--- src/sv/cursor_sequence_store_assert.svh ---
// Assertion macros used by the cursor sequence store sequencer (css_ctrl).
`ifndef CURSOR_SEQUENCE_STORE_ASSERT_SVH
`define CURSOR_SEQUENCE_STORE_ASSERT_SVH

// The consequent must hold in the same cycle as the antecedent.
`define CSS_ASSERT_NOW(label, ante, cons) \
	label: assert property (@(posedge clk) disable iff (!arst_n) (ante) |-> (cons)) \
		else $error("cursor_sequence_store: same-cycle check failed");

// The consequent must hold in the cycle after the antecedent.
`define CSS_ASSERT_NEXT(label, ante, cons) \
	label: assert property (@(posedge clk) disable iff (!arst_n) (ante) |=> (cons)) \
		else $error("cursor_sequence_store: next-cycle check failed");

`endif

--- src/sv/css_pkg.sv ---
// Package with the transaction types, operation codes and status codes of the store.
`timescale 1ns / 1ps
`default_nettype none
package css_pkg;

	localparam int CAPACITY_DEF    = 64;
	localparam int VALUE_WIDTH_DEF = 32;

	localparam logic [2:0] OP_QUERY  = 3'd0;
	localparam logic [2:0] OP_START  = 3'd1;
	localparam logic [2:0] OP_ADV    = 3'd2;
	localparam logic [2:0] OP_INSERT = 3'd3;
	localparam logic [2:0] OP_ATTACH = 3'd4;
	localparam logic [2:0] OP_REMOVE = 3'd5;

	localparam logic [1:0] ST_DONE   = 2'd0;
	localparam logic [1:0] ST_FULL   = 2'd1;
	localparam logic [1:0] ST_NO_CUR = 2'd2;

	typedef struct packed {
		logic [2:0]  op;
		logic [31:0] value;
	} css_req_t;

	typedef struct packed {
		logic [6:0]  count;
		logic        has_current;
		logic [6:0]  cursor_pos;
		logic [31:0] current_value;
		logic [1:0]  status;
	} css_rsp_t;

endpackage
`default_nettype wire

--- src/sv/css_ram.sv ---
// Generic simple dual-port RAM with one write port and a registered read port.
`timescale 1ns / 1ps
`default_nettype none
module css_ram #(
	parameter int WIDTH = 32,
	parameter int DEPTH = 64
) (
	input  wire logic                     clk,
	input  wire logic                     wr_en,
	input  wire logic [$clog2(DEPTH)-1:0] wr_addr,
	input  wire logic [WIDTH-1:0]         wr_data,
	input  wire logic                     rd_en,
	input  wire logic [$clog2(DEPTH)-1:0] rd_addr,
	output logic      [WIDTH-1:0]         rd_data
);

	logic [WIDTH-1:0] mem_q [DEPTH];

	always_ff @(posedge clk) begin
		if (wr_en) begin
			mem_q[wr_addr] <= wr_data;
		end
		if (rd_en) begin
			rd_data <= mem_q[rd_addr];
		end
	end

endmodule
`default_nettype wire

--- src/sv/css_ctrl.sv ---
// Sequencer that decodes operations, shifts entries through the RAM and builds results.
`timescale 1ns / 1ps
`default_nettype none
module css_ctrl #(
	parameter int CAPACITY    = 64,
	parameter int VALUE_WIDTH = 32
) (
	input  wire logic                        clk,
	input  wire logic                        arst_n,
	input  wire logic                        req_valid,
	output logic                             req_stall,
	input  wire css_pkg::css_req_t           req,
	output logic                             rd_en,
	output logic [$clog2(CAPACITY)-1:0]      rd_addr,
	output logic                             wr_en,
	output logic [$clog2(CAPACITY)-1:0]      wr_addr,
	output logic [VALUE_WIDTH-1:0]           wr_data,
	input  wire logic [VALUE_WIDTH-1:0]      rd_data,
	input  wire logic                        res_free,
	output logic                             res_load,
	output css_pkg::css_rsp_t                res
);
	import css_pkg::*;

	localparam int AW = $clog2(CAPACITY);
	localparam int CW = $clog2(CAPACITY + 1);
	localparam logic [CW-1:0] CAP_C = CW'(CAPACITY);

	typedef enum logic [6:0] {
		S_IDLE  = 7'b0000001,
		S_UP    = 7'b0000010,
		S_DOWN  = 7'b0000100,
		S_DRAIN = 7'b0001000,
		S_PLACE = 7'b0010000,
		S_RDREQ = 7'b0100000,
		S_RDWAIT = 7'b1000000
	} state_t;

	state_t                 state_q;
	logic [CW-1:0]          count_q;
	logic [CW-1:0]          cursor_q;
	logic                   wr_pend_s1;
	logic [AW-1:0]          wr_addr_s1;
	logic [AW-1:0]          src_q;
	logic [VALUE_WIDTH-1:0] value_q;
	logic [1:0]             status_q;
	logic                   is_rm_q;

	logic                   cur;
	logic                   full;
	logic                   accept;
	logic [CW-1:0]          cursor_inc;
	logic [CW-1:0]          count_dec;
	logic [CW-1:0]          pos;
	logic [CW-1:0]          src_ext;
	logic [63:0]            req_v64;
	logic [63:0]            rd_v64;
	logic [31:0]            count32;
	logic [31:0]            cursor32;

	assign cur        = cursor_q < count_q;
	assign full       = count_q == CAP_C;
	assign req_stall  = state_q != S_IDLE;
	assign accept     = req_valid && (state_q == S_IDLE);
	assign cursor_inc = cursor_q + 1'b1;
	assign count_dec  = count_q - 1'b1;
	assign src_ext    = CW'(src_q);
	assign req_v64    = 64'(req.value);
	assign rd_v64     = 64'(rd_data);
	assign count32    = 32'(count_q);
	assign cursor32   = 32'(cursor_q);

	always_comb begin
		if (req.op == OP_ATTACH) begin
			pos = cur ? cursor_inc : count_q;
		end else begin
			pos = cur ? cursor_q : '0;
		end
	end

	assign rd_en   = (state_q == S_UP) || (state_q == S_DOWN) || ((state_q == S_RDREQ) && cur);
	assign rd_addr = (state_q == S_RDREQ) ? cursor_q[AW-1:0] : src_q;
	assign wr_en   = wr_pend_s1 || (state_q == S_PLACE);
	assign wr_addr = (state_q == S_PLACE) ? cursor_q[AW-1:0] : wr_addr_s1;
	assign wr_data = (state_q == S_PLACE) ? value_q : rd_data;

	assign res_load          = (state_q == S_RDWAIT) && res_free;
	assign res.count         = count32[6:0];
	assign res.has_current   = cur;
	assign res.cursor_pos    = cursor32[6:0];
	assign res.current_value = cur ? rd_v64[31:0] : 32'd0;
	assign res.status        = status_q;

	always_ff @(posedge clk or negedge arst_n) begin
		if (!arst_n) begin
			state_q    <= S_IDLE;
			count_q    <= '0;
			cursor_q   <= '0;
			wr_pend_s1 <= 1'b0;
		end else begin
			wr_pend_s1 <= (state_q == S_UP) || (state_q == S_DOWN);
			case (state_q)
				S_IDLE: begin
					if (accept) begin
						state_q <= S_RDREQ;
						case (req.op)
							OP_START: begin
								cursor_q <= '0;
							end
							OP_ADV: begin
								if (cur) begin
									cursor_q <= cursor_inc;
								end
							end
							OP_INSERT, OP_ATTACH: begin
								if (!full) begin
									cursor_q <= pos;
									state_q  <= (count_q > pos) ? S_UP : S_PLACE;
								end
							end
							OP_REMOVE: begin
								if (cur) begin
									if (cursor_inc < count_q) begin
										state_q <= S_DOWN;
									end else begin
										count_q <= count_dec;
									end
								end
							end
							default: begin
							end
						endcase
					end
				end
				S_UP: begin
					if (src_ext == cursor_q) begin
						state_q <= S_DRAIN;
					end
				end
				S_DOWN: begin
					if (src_ext == count_dec) begin
						state_q <= S_DRAIN;
					end
				end
				S_DRAIN: begin
					if (is_rm_q) begin
						count_q <= count_dec;
						state_q <= S_RDREQ;
					end else begin
						state_q <= S_PLACE;
					end
				end
				S_PLACE: begin
					count_q <= count_q + 1'b1;
					state_q <= S_RDREQ;
				end
				S_RDREQ: begin
					state_q <= S_RDWAIT;
				end
				S_RDWAIT: begin
					if (res_free) begin
						state_q <= S_IDLE;
					end
				end
				default: begin
					state_q <= S_IDLE;
				end
			endcase
		end
	end

	always_ff @(posedge clk) begin
		if (state_q == S_UP) begin
			src_q      <= src_q - 1'b1;
			wr_addr_s1 <= src_q + 1'b1;
		end else if (state_q == S_DOWN) begin
			src_q      <= src_q + 1'b1;
			wr_addr_s1 <= src_q - 1'b1;
		end
		if (accept) begin
			value_q  <= req_v64[VALUE_WIDTH-1:0];
			is_rm_q  <= req.op == OP_REMOVE;
			status_q <= ST_DONE;
			case (req.op)
				OP_ADV: begin
					if (!cur) begin
						status_q <= ST_NO_CUR;
					end
				end
				OP_INSERT, OP_ATTACH: begin
					if (full) begin
						status_q <= ST_FULL;
					end
					src_q <= count_dec[AW-1:0];
				end
				OP_REMOVE: begin
					if (!cur) begin
						status_q <= ST_NO_CUR;
					end
					src_q <= cursor_inc[AW-1:0];
				end
				default: begin
				end
			endcase
		end
	end

`include "cursor_sequence_store_assert.svh"

	`CSS_ASSERT_NOW(a_cursor_in_range, 1'b1, cursor_q <= count_q)
	`CSS_ASSERT_NOW(a_count_in_range, 1'b1, count_q <= CAP_C)
	`CSS_ASSERT_NOW(a_no_write_idle, state_q == S_IDLE || state_q == S_RDWAIT, !wr_en)
	`CSS_ASSERT_NOW(a_no_rw_collision, rd_en && wr_en, rd_addr != wr_addr)
	`CSS_ASSERT_NEXT(a_place_grows, state_q == S_PLACE, count_q == CW'($past(count_q) + 1'b1))

endmodule
`default_nettype wire

--- src/sv/cursor_sequence_store.sv ---
// Top level of the cursor sequence store: sequencer, item RAM and result register.
//
//   channel  | handshake            | payload
//   ---------+----------------------+------------------------------------------
//   request  | req_valid, req_stall | req.op, req.value
//   response | rsp_valid, rsp_stall | rsp.count, has_current, cursor_pos, ...
//
// Query, start, advance and rejected transactions update at most the cursor, then read the result.
// Insert and attach first shift the entries from the cursor on up, then place the new value;
// remove shifts the entries behind the cursor down. The RAM moves one entry per cycle through its single write port.
// Reset empties the store at once; the item RAM is not cleared and needs no sweep.
// The next request is taken once the result sits in the output register, even while stalled.
`timescale 1ns / 1ps
`default_nettype none
module cursor_sequence_store #(
	parameter int CAPACITY    = css_pkg::CAPACITY_DEF,
	parameter int VALUE_WIDTH = css_pkg::VALUE_WIDTH_DEF
) (
	input  wire logic              clk,
	input  wire logic              arst_n,
	input  wire logic              req_valid,
	output logic                   req_stall,
	input  wire css_pkg::css_req_t req,
	output logic                   rsp_valid,
	input  wire logic              rsp_stall,
	output css_pkg::css_rsp_t      rsp
);
	import css_pkg::*;

	localparam int AW = $clog2(CAPACITY);

	logic                   rd_en;
	logic [AW-1:0]          rd_addr;
	logic                   wr_en;
	logic [AW-1:0]          wr_addr;
	logic [VALUE_WIDTH-1:0] wr_data;
	logic [VALUE_WIDTH-1:0] rd_data;
	logic                   res_free;
	logic                   res_load;
	css_rsp_t               res;
	css_rsp_t               rsp_q;
	logic                   rsp_valid_q;

	css_ram #(
		.WIDTH(VALUE_WIDTH),
		.DEPTH(CAPACITY)
	) u_ram (
		.clk    (clk),
		.wr_en  (wr_en),
		.wr_addr(wr_addr),
		.wr_data(wr_data),
		.rd_en  (rd_en),
		.rd_addr(rd_addr),
		.rd_data(rd_data)
	);

	css_ctrl #(
		.CAPACITY   (CAPACITY),
		.VALUE_WIDTH(VALUE_WIDTH)
	) u_ctrl (
		.clk      (clk),
		.arst_n   (arst_n),
		.req_valid(req_valid),
		.req_stall(req_stall),
		.req      (req),
		.rd_en    (rd_en),
		.rd_addr  (rd_addr),
		.wr_en    (wr_en),
		.wr_addr  (wr_addr),
		.wr_data  (wr_data),
		.rd_data  (rd_data),
		.res_free (res_free),
		.res_load (res_load),
		.res      (res)
	);

	assign res_free  = !rsp_valid_q || !rsp_stall;
	assign rsp_valid = rsp_valid_q;
	assign rsp       = rsp_q;

	always_ff @(posedge clk or negedge arst_n) begin
		if (!arst_n) begin
			rsp_valid_q <= 1'b0;
		end else if (res_load) begin
			rsp_valid_q <= 1'b1;
		end else if (!rsp_stall) begin
			rsp_valid_q <= 1'b0;
		end
	end

	always_ff @(posedge clk) begin
		if (res_load) begin
			rsp_q <= res;
		end
	end

endmodule
`default_nettype wire

--- config.mk ---
export PLATFORM = sky130hd
export DESIGN_NAME = cursor_sequence_store
export DESIGN_NICKNAME = d
export VERILOG_FILES = /design/src/sv/css_pkg.sv /design/src/sv/css_ram.sv /design/src/sv/css_ctrl.sv /design/src/sv/cursor_sequence_store.sv
export VERILOG_INCLUDE_DIRS = /design/src /design/src/sv
export SDC_FILE = /design/constraint.sdc
export NUM_CORES = 2
export LEC_CHECK = 0
export BUFFER_PORTS_ARGS = -buffer_cell sky130_fd_sc_hd__buf_2
export CAP_MARGIN = 30
export CORE_AREA = 2 2 433 435
export CTS_BUF_LIST = sky130_fd_sc_hd__clkbuf_4
export CTS_CLUSTER_SIZE = 16
export DETAILED_ROUTE_END_ITERATION = 10
export DIE_AREA = 0 0 435 437
export SLEW_MARGIN = 20
export SYNTH_ARGS = -nofsm -noshare
export SYNTH_HDL_FRONTEND = slang
export SYNTH_SLANG_ARGS = --single-unit
--- constraint.sdc ---
create_clock -name clk -period 8.2 [get_ports clk]
set_clock_uncertainty 0.05 [all_clocks]
set_input_delay 2.05 -clock clk [delete_from_list [all_inputs] [get_ports clk]]
set_output_delay 2.05 -clock clk [all_outputs]
set_load 0.02 [all_outputs]
Yosys cells after proc, flatten, opt, wreduce, memory -nomap -nowiden
Memory sizes are Yosys's and may differ from the RTL's. A register that Yosys moved wholly into a read port is not among the register bits.
Index checks and enable logic that the tools add are counted.
Widths: inputs -> output; s select.
{ "totals": {"out_inout_bits": 51, "n_memories": 1, "ramBits": 2048, "ff_bits": 119, "wordCells": 107, "inputBits": 39} }
{ "memory_table": {"columns": ["name", "depth", "width", "rd", "rd_clocked_by_memory_dff", "write_ports", "line_no", "rtl"], "rows": [
  ["u_ram.mem_q", 64, 32, 1, 1, 1, "css_ram.sv:17", "logic [WIDTH-1:0] mem_q [DEPTH];"]
]} }
{ "classes": {"n_reduce_logical": 17, "n_mux": 39, "eq_ne": 27, "addsub": 5, "order_cmp": 3} }
{ "op_table": {"columns": ["op", "n"], "rows": [
  ["$mux 7", 16],
  ["$mux 6", 9],
  ["$pmux 7 s7", 1],
  ["$pmux 7 s3", 2],
  ["$mux 32", 1],
  ["$add 7x1->7 const B", 2],
  ["$eq 6x7->1", 2],
  ["$eq 7x7->1 const B", 2],
  ["$lt 7x7->1", 2],
  ["$pmux 7 s2", 1],
  ["$ne 2x1->1 const B", 6],
  ["$pmux 6 s2", 1],
  ["$ne 2x2->1 const B", 5],
  ["$eq 7x1->1 const B", 1],
  ["$eq 7x2->1 const B", 1],
  ["$eq 7x3->1 const B", 1],
  ["$eq 7x4->1 const B", 1],
  ["$eq 7x5->1 const B", 1],
  ["$eq 7x6->1 const B", 1],
  ["$gt 7x7->1", 1],
  ["$ne 7x1->1 const B", 1],
  ["$sub 7x1->7 const B", 1],
  ["$add 6x1->6 const B", 1],
  ["$eq 3x2->1 const B", 2],
  ["other kinds (16)", 29]
]} }

Logic depth before layout (Yosys ltp)
{ "depth": {"depth_word": 9, "ltp_mapped": 18, "depth_no_buf": 15} }

Modules after synthesis
Synthesis repeated with hierarchy kept, for this count alone.
{ "hier_totals": {"cells_unflattened": 3959, "hier_area_um2": 85363.1} }
{ "by_module_without_submodules": {"columns": ["mod", "n_inst", "seq_area_each_um2", "cells_each", "area_each_um2"], "rows": [
  ["css_ram", 1, 62459.9, 3324, 78835.6],
  ["css_ctrl", 1, 1903.1, 583, 5019.8],
  ["cursor_sequence_store", 1, 1496.4, 52, 1507.7]
]} }

Worst setup path before layout
Ideal clock, no wire load.
{ "synth_path": {"path_type": "input to register", "startpoint": "input rsp_stall", "endpoint": "register rsp_q, in the netlist rsp[0] (enable)", "required_time_ns": 7.678, "setup_time_ns": 0.472, "slack_ns": 3.213, "stages": 1, "t_arrival_ns": 4.466, "n_path_buf": 0, "path_cell_list": "a21oi_1"} }
{ "synth_via": {"elab_chain_cells": 3} }
{ "synth_rtl": {"columns": ["element", "line_no", "rtl"], "rows": [
  ["from (decl)", "cursor_sequence_store.sv:25", "input wire logic rsp_stall,"],
  ["$logic_not 1->1", null, null],
  ["$logic_or 1x1->1", "cursor_sequence_store.sv:77", "assign res_free = !rsp_valid_q || !rsp_stall;"],
  ["$logic_and 1x1->1", "css_ctrl.sv:87", "assign res_load = (state_q == S_RDWAIT) && res_free;"],
  ["to (signal assigned)", "cursor_sequence_store.sv:93", "rsp_q <= res;"],
  ["to (decl)", "cursor_sequence_store.sv:41", "css_rsp_t rsp_q;"]
]} }
Every way passes these cells.
A chain may end at the register's enable or synchronous reset.

Worst setup path in the final report
{ "layout_path": {"startpoint": "register u_ctrl.state_q[4]", "endpoint": "register u_ram.rd_data[17] (read register of u_ram.mem_q), data pin"} }
{ "layout_via": {"elab_chain_cells": 3, "elab_cells_between_ends": 7, "classes_between": "eq/ne: 3; mux: 1; reduce/logical: 3"} }
{ "layout_rtl": {"columns": ["element", "line_no", "rtl"], "rows": [
  ["from (decl)", "css_ctrl.sv:39", "state_t state_q;"],
  ["from (signal assigned)", "css_ctrl.sv:118", "state_q <= (count_q > pos) ? S_UP : S_PLACE;"],
  ["$eq 7x2->1, or another cell as far along", "css_ctrl.sv:81", "assign rd_en = (state_q == S_UP) || (state_q == S_DOWN) || ((state_q == S_RDREQ) && cur);"],
  ["$logic_or 1x1->1 or $logic_and 1x1->1 (tied branches)", "css_ctrl.sv:81", null],
  ["$logic_or 1x1->1", "css_ctrl.sv:81", null],
  ["to (decl)", "css_ram.sv:14", "output logic [WIDTH-1:0] rd_data"]
]} }
Parallel ways exist; a longest one is shown, timed or not.

==> impl_results.md <==
* Post-Synth Simple-Gate Area at 8.48%
* DRT antenna net count at 0
* XOR/XNOR share of the synthesized area at 0.426%
* Register area share after synthesis at 72.7%
* Crit Path Class: register to register
* Non-Filler Instances at 9574
* Number of core rows at ~160
* CTS clk-pin slew, worst paths at ~0.06 ns
* CTS tree: built
* Reg2Reg Launch Point: u_ctrl.state_q[4]
* Remaining Overflow, GRT at 0
* Synth unique cells at around 80
* Via/cell ratio at between 6 and 7
* Area of the die at around 0.19 mm²
* Routed WL at between 300 and 400 mm
* DR iter-0 viols at approximately 8500
* Avg Inst Size Synth at between 10 and 15 µm²
* Seq cells post-synth at approximately 2200
* Max_slew headroom at under 10%
* Total track usage at 31.5%
* Root Buffer: clkbuf_4
* Syn Nets at between 6000 and 7000
* Slowest CP cell: a32oi_1
* DP Wirelength at 159 mm
* CP startpoint: u_ctrl.state_q[4]
* Max Cap Viol at 0
* Hold WC Path Type: register to register
* Area Growth Syn to Fin at 12.5%
* Most used cell, CP: buf_4
* Total CTS buffers at around 600
* Endpoints failing setup at 0
* First-pass GRT wire length at 432 mm
* HP Start: u_ctrl.status_q[0]
* Number of max-slew violations in the final report at 0
* Final worst-path setup slack at about 2.5 ns
* NumNets Final at approximately 6800
* Final Hold Viols at 0
* Vias at between 60000 and 70000
* Pwr dens at 339 mW/mm²
* Hold buffers post-CTS at 0
* VDD IR max at approximately 0.00041 V
* WP data arrival at approximately 6.7 ns
* Critical Path RT at 9.23 ns
* Final Cycle Share at a little over two thirds
* Post-synth EDFFs at between 2000 and 2500
* DP Area at 0.0948 mm²
* Mux cell area share after synthesis at under 10%
* Tmin final at 5.70 ns
* Max clock buf depth at 4
* Ports at 90
* Post-synthesis adder-cell area fraction at 0.332%
* Slowest Stage Delay on Critical Path at 1.01 ns
* Place WS at between 2 and 3 ns
* Router iterations before antenna repair at 6
* Setup Fix Bufs, Post-CTS at 0
* Synth Instances at between 6000 and 7000
* Cells after DPL at 8598
* Fin area at 0.102 mm²
* Status: finished, final reports clean
* Fmax achieved at between 0.15 and 0.2 GHz
* P_leak at 34.7 nW
* Die X at between 400 and 500 µm
* Core area at 0.185 mm²
* Routed wire length per instance at around 32 µm
* # clock sinks at between 2000 and 2500
* Vias in the first global route at 59632
* Fillers at 15261
* Setup TNS at 0 ns
* Worst Max-Slew Pin Slew at approximately 1.4 ns
* Synth Area in Compound Gates at 11.8%
* Largest family of logic cells by synthesized area: compound AO/OA/AOI/OAI gates
* PortBufs at 89
* Final core area utilization at 55.1%
* Crit path launch type: register
* DRC viols at 0
* Asr flop ratio synth at ~1.0%
* Yosys warnings at 0
* RSZ-0062 raised after global routing: no
* Top FF cell, synth: edfxtp_1
* Starting Density at between 40% and 50%
* Post_cts resized at 0
* Gpl congestion at between 0.8 and 0.9
* H-Tree Depth at 6
* Cell area after synthesis at slightly above 0.09 mm²
* Worst Setup End Kind: register
* Largest net degree at the start of global routing at slightly below 200
* Total power at around 35 mW
* Chip height at ~440 µm
* Worst hold margin at about 0.37 ns
* Maximum net fanout on the critical path at 50
* Worst-Skew Late Latency at 1.42 ns
* Critical Path, Cell by Cell: or4b_4, nor2_2, o31a_2, buf_4, buf_4, a21o_1, o2111ai_1, a32oi_1, nand4_1
* Initial antenna violation count at 9
* Layout cells sized above 1 at 19.7%
-- cells in the mapped netlist (19+ instances only) --
master     instances  share of area (%)
a211oi_1         153                1.3
mux2_2            60               0.75
inv_1             21              0.087
buf_2             78               0.43
a32o_1            59               0.65
a21oi_1          205                1.1
and2_1            34               0.23
a2111o_1          33               0.41
nand2_1          639                2.6
clkbuf_1         363                1.5
nand3_1          426                2.4
o2111ai_1         38               0.37
a2bb2oi_1         44               0.43
ha_1              24               0.33
a21o_1           125                1.0
edfxtp_1        2170                 72
nand2b_1         170                1.2
a2111oi_0         80               0.77
o21ai_0          401                2.2
nand4_1           44               0.30
dfrtp_1           22               0.61
mux2i_1          290                3.2
and3_1            83               0.57
xnor2_1           28               0.27
a32oi_1           87               0.84
a22oi_1           95               0.79
a221oi_1          19               0.18
buf_1             47               0.19
a31oi_1           92               0.64
nor2_1           170               0.70
o22ai_1           53               0.37
-- per-layer routing --
metal / vias to the layer above / share of wire [%] / global-route usage (%)
li1: 25838 / - / -
met1: 31316 / 39 / 42.3
met2: 3898 / 46 / 48.6
met3: 641 / 10 / 6.51
met4: 0 / 5.3 / 16.7
met5: - / 0 / 0
-- layout make-up --
cell class / instances / area [µm²] / share of cell area [%]
clock inverter: 102 / 617 / 0.605
inverter: 23 / 86.3 / 0.0847
multi-input combinational: 3603 / 23500 / 23.0
antenna: 18 / 45.0 / 0.0442
timing repair buffer: 296 / 2290 / 2.25
sequential: 2199 / 65900 / 64.7
clock buffer: 853 / 6400 / 6.29
tap: 2480 / 3100 / 3.05
-- report_power, final --
part,internal (mW),switching (mW),total [mW]
clock network,4.97,4.45,9.42
logic,3.20,8.17,11.4
registers,13.4,0.349,13.8
-- cell usage in the layout (no fill, tap or decap), types with 20 or more instances in the layout --
cell	count
a32o_1	59
a32oi_1	87
buf_2	89
a2111o_1	33
o22ai_1	53
nand2_1	605
nand3_1	425
edfxtp_1	2170
xnor2_1	28
and3_1	82
a21o_1	124
a31oi_1	89
nand2_2	27
clkinv_1	70
mux2i_1	290
buf_4	181
nand4_1	44
buf_12	20
mux2_2	60
a2bb2oi_1	44
a2111oi_0	79
a22oi_1	95
nor2_1	106
clkbuf_4	853
a21oi_1	203
o21ai_0	400
dfrtp_1	21
inv_1	21
nor2_4	64
and2_1	33
nand2b_1	170
o2111ai_1	38
ha_1	24
a211oi_1	152
-- worst paths after layout --
path	depth (start not counted)	to	slack, ns
min in group asynchronous	1	u_ctrl.cursor_q[4]	0.64
worst max register to register	9	u_ram.rd_data[17]	2.50
max in group asynchronous	1	u_ctrl.cursor_q[0]	7.00
worst min-delay path	0	rsp[0]	0.37
worst max-delay path	9	u_ram.rd_data[17]	2.50
worst min register to register	0	rsp[0]	0.37
-- kinds of logic (layout without fill, tap and decap cells) --
family | after synthesis | count (layout)
muxes | 350 | 350
xor gates and xnor gates | 44 | 44
other | 0 | 18
DFF | 2199 | 2199
AOI/OAI and AO/OA | 1554 | 1554
and+or+nand+nor | 1631 | 1631
buffers and inverters | 521 | 1274
adders and majority gates | 24 | 24
-- registers in the layout, indices dropped and copies added (netlist names) --
| name | count |
|---|---|
| u_ctrl.wr_pend_s1 | 1 |
| u_ctrl.src_q | 6 |
| u_ctrl.cursor_q | 7 |
| u_ctrl.wr_addr_s1 | 6 |
| u_ctrl.count_q | 7 |
| rsp | 49 |
| u_ctrl.is_rm_q | 1 |
| u_ram.mem_q | 2048 |
| u_ctrl.value_q | 32 |
| u_ctrl.state_q | 7 |
| rsp_valid | 1 |
| u_ram.rd_data | 32 |
| u_ctrl.status_q | 2 |
-- critical path, delay by kind of cell, from the launching register on --
family                 cells  cell delay (ns)
DFF                        1             0.47
and+or+nand+nor            3             1.87
AOI/OAI and AO/OA          4             2.09
buffers and inverters      2             0.87
(Power assumes the default switching activity.)
